**config.mk**
```make
export PLATFORM = sky130hd
export DESIGN_NAME = mht_ctrl
export DESIGN_NICKNAME = d
export VERILOG_FILES = /design/src/sv/mht_pkg.sv /design/src/sv/mht_ctrl.sv
export SDC_FILE = /design/constraint.sdc
export NUM_CORES = 1
export LEC_CHECK = 0
export BUFFER_PORTS_ARGS = -buffer_cell sky130_fd_sc_hd__buf_2
export CORE_AREA = 2 2 39 41
export DETAILED_ROUTE_END_ITERATION = 8
export DIE_AREA = 0 0 41 43
export GPL_TIMING_DRIVEN = 0
export PLACE_DENSITY_LB_ADDON = 0.2
export SYNTH_ARGS = -nofsm -noshare
export SYNTH_HDL_FRONTEND = slang
export SYNTH_SLANG_ARGS = --single-unit
```
**constraint.sdc**
```tcl
create_clock -name clock -period 3.46 [get_ports clock]
set_input_delay 0.173 -clock clock [delete_from_list [all_inputs] [get_ports clock]]
set_output_delay 0.173 -clock clock [all_outputs]
set_load 0.02 [all_outputs]
```
**src/sv/mht_pkg.sv**
```systemverilog
`timescale 1ns / 1ps
// Shared types, constants and controller state encoding for the MAC address hash table.
package mht_pkg;

   localparam int SLOTS_DEFAULT = 256;

   localparam int MAC_W      = 48;
   localparam int CMD_W      = 3;
   localparam int SLOT_W     = 8;
   localparam int MISS_W     = 4;
   localparam int HASH_W     = 32;
   localparam int CHAR_W     = 8;
   localparam int HASH_CHARS = 17;
   localparam int CHAR_CNT_W = $clog2(HASH_CHARS);
   localparam int MOD_BITS   = 4;
   localparam int MOD_STEPS  = HASH_W / MOD_BITS;
   localparam int MOD_CNT_W  = $clog2(MOD_STEPS);

   localparam logic [HASH_W-1:0] HASH_SEED      = 32'd5381;
   localparam logic [CHAR_W-1:0] CHAR_COLON     = 8'h3A;
   localparam logic [CHAR_W-1:0] CHAR_DIGIT_OFS = 8'h30;
   localparam logic [CHAR_W-1:0] CHAR_ALPHA_OFS = 8'h37;
   localparam logic [MISS_W-1:0] MISS_MAX       = 4'hF;
   localparam logic [MISS_W-1:0] MISS_THR_RESET = 4'd2;

   localparam int CSR_DATA_W = 32;
   localparam int CSR_ADDR_W = 3;
   localparam logic CSR_IDX_MISS_THRESHOLD = 1'b0;

   typedef enum logic [CMD_W-1:0] {
      CMD_LOOKUP    = 3'd0,
      CMD_INSERT    = 3'd1,
      CMD_DELETE    = 3'd2,
      CMD_SEEN      = 3'd3,
      CMD_MISS      = 3'd4,
      CMD_CLEAR_ALL = 3'd5
   } cmd_type;

   typedef enum logic [1:0] {
      STAT_OK        = 2'd0,
      STAT_FULL      = 2'd1,
      STAT_NOT_FOUND = 2'd2
   } stat_type;

   typedef enum logic [1:0] {
      EV_NONE       = 2'd0,
      EV_CONNECT    = 2'd1,
      EV_DISCONNECT = 2'd2
   } ev_type;

   typedef enum logic [1:0] {
      SLOT_EMPTY = 2'd0,
      SLOT_USED  = 2'd1,
      SLOT_TOMB  = 2'd2
   } slot_state_type;

   typedef struct packed {
      logic [CMD_W-1:0] command;
      logic [MAC_W-1:0] mac;
      logic             notify;
   } req_type;

   typedef struct packed {
      logic              found;
      logic [SLOT_W-1:0] slot;
      logic [1:0]        status;
      logic [1:0]        event_res;
      logic [MISS_W-1:0] miss_count;
   } rsp_type;

   typedef struct packed {
      slot_state_type    state;
      logic [MISS_W-1:0] misses;
      logic [MAC_W-1:0]  key;
   } tbl_word_type;

   typedef enum logic [3:0] {
      ST_INIT_CLEAR,
      ST_IDLE,
      ST_DISPATCH,
      ST_HASH,
      ST_MOD,
      ST_PROBE_RD,
      ST_PROBE_CHK,
      ST_UPDATE,
      ST_CLEAR_ALL,
      ST_RESPOND
   } fsm_state_type;

   typedef struct packed {
      logic load;
      logic hash_step;
      logic mod_step;
      logic probe_rd;
      logic probe_chk;
      logic update;
      logic clr_step;
      logic rsp_load;
   } ctl_type;

   typedef struct packed {
      logic cmd_clear;
      logic cmd_search;
      logic hash_last;
      logic mod_last;
      logic probe_stop;
      logic clr_last;
   } sts_type;

endpackage

```
**src/sv/mht_ctrl.sv**
```systemverilog
`timescale 1ns / 1ps
// Controller state machine of the MAC address hash table.
module mht_ctrl (
   input  logic             clock,
   input  logic             reset,
   input  logic             req_valid,
   output logic             req_ready,
   output logic             rsp_valid,
   input  logic             rsp_ready,
   input  mht_pkg::sts_type sts,
   output mht_pkg::ctl_type ctl
);
   import mht_pkg::*;

   fsm_state_type state_ff, state_in;
   logic          rsp_valid_ff, rsp_valid_in;
   logic          rsp_free;

   assign rsp_free = !rsp_valid_ff || rsp_ready;

   always_comb begin
      state_in = state_ff;
      unique case (state_ff)
         ST_INIT_CLEAR: begin
            if (sts.clr_last) begin
               state_in = ST_IDLE;
            end
         end
         ST_IDLE: begin
            if (req_valid) begin
               state_in = ST_DISPATCH;
            end
         end
         ST_DISPATCH: begin
            priority if (sts.cmd_clear) begin
               state_in = ST_CLEAR_ALL;
            end else if (sts.cmd_search) begin
               state_in = ST_HASH;
            end else begin
               state_in = ST_RESPOND;
            end
         end
         ST_HASH: begin
            if (sts.hash_last) begin
               state_in = ST_MOD;
            end
         end
         ST_MOD: begin
            if (sts.mod_last) begin
               state_in = ST_PROBE_RD;
            end
         end
         ST_PROBE_RD: begin
            state_in = ST_PROBE_CHK;
         end
         ST_PROBE_CHK: begin
            state_in = sts.probe_stop ? ST_UPDATE : ST_PROBE_RD;
         end
         ST_UPDATE: begin
            state_in = ST_RESPOND;
         end
         ST_CLEAR_ALL: begin
            if (sts.clr_last) begin
               state_in = ST_RESPOND;
            end
         end
         ST_RESPOND: begin
            if (rsp_free) begin
               state_in = ST_IDLE;
            end
         end
         default: begin
            state_in = ST_IDLE;
         end
      endcase
   end

   always_comb begin
      ctl           = '0;
      ctl.load      = (state_ff == ST_IDLE) && req_valid;
      ctl.hash_step = (state_ff == ST_HASH);
      ctl.mod_step  = (state_ff == ST_MOD);
      ctl.probe_rd  = (state_ff == ST_PROBE_RD);
      ctl.probe_chk = (state_ff == ST_PROBE_CHK);
      ctl.update    = (state_ff == ST_UPDATE);
      ctl.clr_step  = (state_ff == ST_INIT_CLEAR) || (state_ff == ST_CLEAR_ALL);
      ctl.rsp_load  = (state_ff == ST_RESPOND) && rsp_free;
      req_ready     = (state_ff == ST_IDLE);
   end

   always_comb begin
      rsp_valid_in = rsp_valid_ff;
      if (ctl.rsp_load) begin
         rsp_valid_in = 1'b1;
      end else if (rsp_ready) begin
         rsp_valid_in = 1'b0;
      end
   end

   always_ff @(posedge clock) begin
      if (reset) begin
         state_ff     <= ST_INIT_CLEAR;
         rsp_valid_ff <= 1'b0;
      end else begin
         state_ff     <= state_in;
         rsp_valid_ff <= rsp_valid_in;
      end
   end

   assign rsp_valid = rsp_valid_ff;

   a_rsp_after_respond: assert property (@(posedge clock) disable iff (reset)
      $rose(rsp_valid_ff) |-> ($past(state_ff) == ST_RESPOND))
      else $error("result beat raised outside the respond step");

   a_one_item_in_flight: assert property (@(posedge clock) disable iff (reset)
      req_valid && req_ready |=> !req_ready)
      else $error("second beat taken while an item is in progress");

endmodule

```
==> metrics.md <==
| Metric | Value |
|---|---|
| Synth area leaders | dfxtp_1 (25%), nor3_1 (10%), nor2_1 (6.6%), buf_4 (5.7%), nor2b_1 (4.7%) |
| Worst hold path type | input port to register |
| Die height | 43 µm |
| Slowest CP cell | dfxtp_1 |
| Register bit count reported by yosys | 5 |
| Main flop type after synthesis | dfxtp_1 |
| Syn_nets | 65 |
| Design area | 539 µm² |
| GRT met1 Usage | 0.177 |
| ANT cells | 0 |
| Die ar. | 1760 µm² |
| Row cnt | 14 |
| Hold Buf Count CTS | 0 |
| Core area | 1380 µm² |
| Yosys top cell by area | dfxtp_1 |
| Initial Util | 0.288 |
| Setup WS post-layout | 1.93 ns |
| Setup Total Neg Slack | 0 ns |
| Io pins | 20 |
| RSZ-0062 raised after global routing | false |
| Final routed DRC violation total | 0 |
| 1st-iter DRT viols | 4 |
| R2R depth | 4 |
| Worst slew margin | 0.824 |
| Synth warn | 0 |
| Slowest stage delay, CP | 0.33 ns |
| Crit Reg-Reg Endpoint | state_ff[0]$_SDFFE_PP0P_ |
| Mapped Area | 398 µm² |
| Clock tree sinks | 5 |
| Post-synth EDFFs | 0 |
| Pre-CTS setup slack | 2.18 ns |
| Finished Core Util | 0.390 |
| Pre-antenna DRT Iters | 4 |
| Total track usage | 0.132 |
| CP max FO | 10 |
| Distinct cells, synth | 26 |
| Outcome | finished, final reports clean |
| Hpwl dp | 744 µm |
| WP data required | 3.29 ns |
| Post-layout nets | 89 |
| Seq/Total Area, Yosys | 0.252 |
| GPL Wtd Cong | 0.783 |
| DR vias | 456 |
| Synth async-reset ratio | 0 |
| Hold Path Cell Cnt | 2 |
| Tightest Pin Transition | 0.262 ns |
| Congestion Overflow GR | 0 |
| Vias in the first global route | 387 |
| Final Instance Count excl. Fillers | 94 |
| Layout cell share with drive strength beyond 1 | 0.359 |
| Worst setup EP type | primary output |
| Via density | 4.85 |
| M3 GR Usage | 0.0942 |
| Largest net degree at the start of global routing | 11 |
| Clock root buffer | clkbuf_4 |
| Final Power | 0.172 mW |
| First-pass GRT wire length | 1570 µm |
| Power Density | 318 nW/µm² |
| Setup CP Type | register to primary output |
| H-tree levels | 1 |
| Buffer depth of the longest clock path | 2 |
| Wire per inst | 9.93 µm |
| Met2 Resource Use GR | 0.181 |
| Area of placed instances | 513 µm² |
| Synth top area share | 0.252 |
| CTS tree | yes |
| Peak supply drop | 0.247 mV |
| Final Skew | 0.00343 ns |
| Achievable frequency | 0.656 GHz |
| Max cap viols | 0 |
| Hold Path End | state_ff[3]$_SDFFE_PP0P_ |
| Drt total wl | 933 µm |
| CP bufs+invs | 2 |
| Period utilization | 0.441 |
| Hold WS | 0.166 ns |
| Setup bufs post-CTS | 0 |
| Grt peak-use layer | met2 |
| WP data arrival | 1.35 ns |
| FF-to-FF Start | state_ff[1]$_SDFFE_PP0P_ |
| Leak | 0.255 nW |
| Post-Synthesis Cells | 55 |
| Worst R2R Setup Slack | 2.23 ns |
| Final Hold Viols | 0 |
| Tmin final | 1.53 ns |
| Startpoint Class | register |
| Worst-path clk slew | 0.04 ns |
| CP top delay family | simple AND/OR/NAND/NOR gates |
| Hold_sp | reset |
| Fin. max-slew vios | 0 |
| Initial antenna violation count | 0 |
| Syn_area_per_cell | 7.23 µm² |
| Port bufs | 19 |
| P&R area growth vs syn | 35.5% |
| Dpl cells | 90 |
| Commonest cells post-synth | nor3_1 (8), nor2_1 (7), dfxtp_1 (5), nand2_1 (4) |
| TritonCTS buffer count | 3 |
| Post-cts resize count | 0 |
| Final setup fails | 0 |
| Antenna Nets Post-Route | 0 |
| Most common cell in the synthesized netlist | nor3_1 |
| Worst skew pair latency | 0.24 ns |
| Die Span X | 41 µm |
| Worst path cell trace | buf_4, nand2b_1, nor3_1, and2_1, buf_2 |
==> per-layer routing <==
metal	up-vias	routed length, µm
li1	247	-
met1	196	451
met2	13	412
met3	0	69
met4	0	0
met5	-	0
==> sequential cells by signal (all words and copies together), names as in the netlist <==
name	flops
rsp_valid	1
state_ff	4
==> logic make-up (layout without fill, tap and decap cells) <==
family	Yosys count	count (layout)	share of synthesized area
AOI/OAI and AO/OA	13	13	0.223
and+or+nand+nor	30	30	0.409
DFF	5	5	0.252
buffers and inverters	7	30	0.116
==> power breakdown <==
part	internal (mW)	total [mW]	switching, mW	leakage [nW]
registers	0.0602	0.0627	0.00253	0.0407
clock network	0.0435	0.0666	0.0230	0.0150
logic	0.0188	0.0423	0.0234	0.199
==> area by class of cell <==
class                           count  area (µm²)
Fill cell                         155         845
Multi-Input combinational cell     43         251
Sequential cell                     5         100
Timing Repair Buffer               19        95.1
Buffer                              5        38.8
Clock buffer                        4        26.3
Tap cell                           16        20.0
Inverter                            2        7.51
==> worst register-to-register path, delay by kind of cell, from the launching register on <==
kind,cells,cell delay [ns]
DFF,1,0.46
AOI/OAI and AO/OA,1,0.29
buffers and inverters,1,0.22
and+or+nand+nor,2,0.14
==> how the worst max path moves through the flow <==
| stage | cells past startpoint | end | slack [ns] | from |
|---|---|---|---|---|
| finish | 5 | ctl[7] | 1.93 | state_ff[0]$_SDFFE_PP0P_ |
| global route | 5 | ctl[7] | 1.80 | state_ff[0]$_SDFFE_PP0P_ |
| CTS | 5 | ctl[7] | 1.92 | state_ff[0]$_SDFFE_PP0P_ |
| detailed placement | 5 | ctl[7] | 2.18 | state_ff[0]$_SDFFE_PP0P_ |
| global placement | 4 | ctl[6] | 2.18 | state_ff[0]$_SDFFE_PP0P_ |
| floorplan | 4 | ctl[7] | 1.86 | state_ff[2]$_SDFFE_PP0P_ |
==> placed cells by master (no fill, tap or decap), drive strengths merged, types with 2 or more instances in the layout <==
cell    count
buf        24
nor3        8
nor2        7
dfxtp       5
nand2       4
clkbuf      4
nor2b       3
a21oi       3
nand2b      2
inv         2
o21ai       2
nor4        2
(Power assumes the default switching activity.)
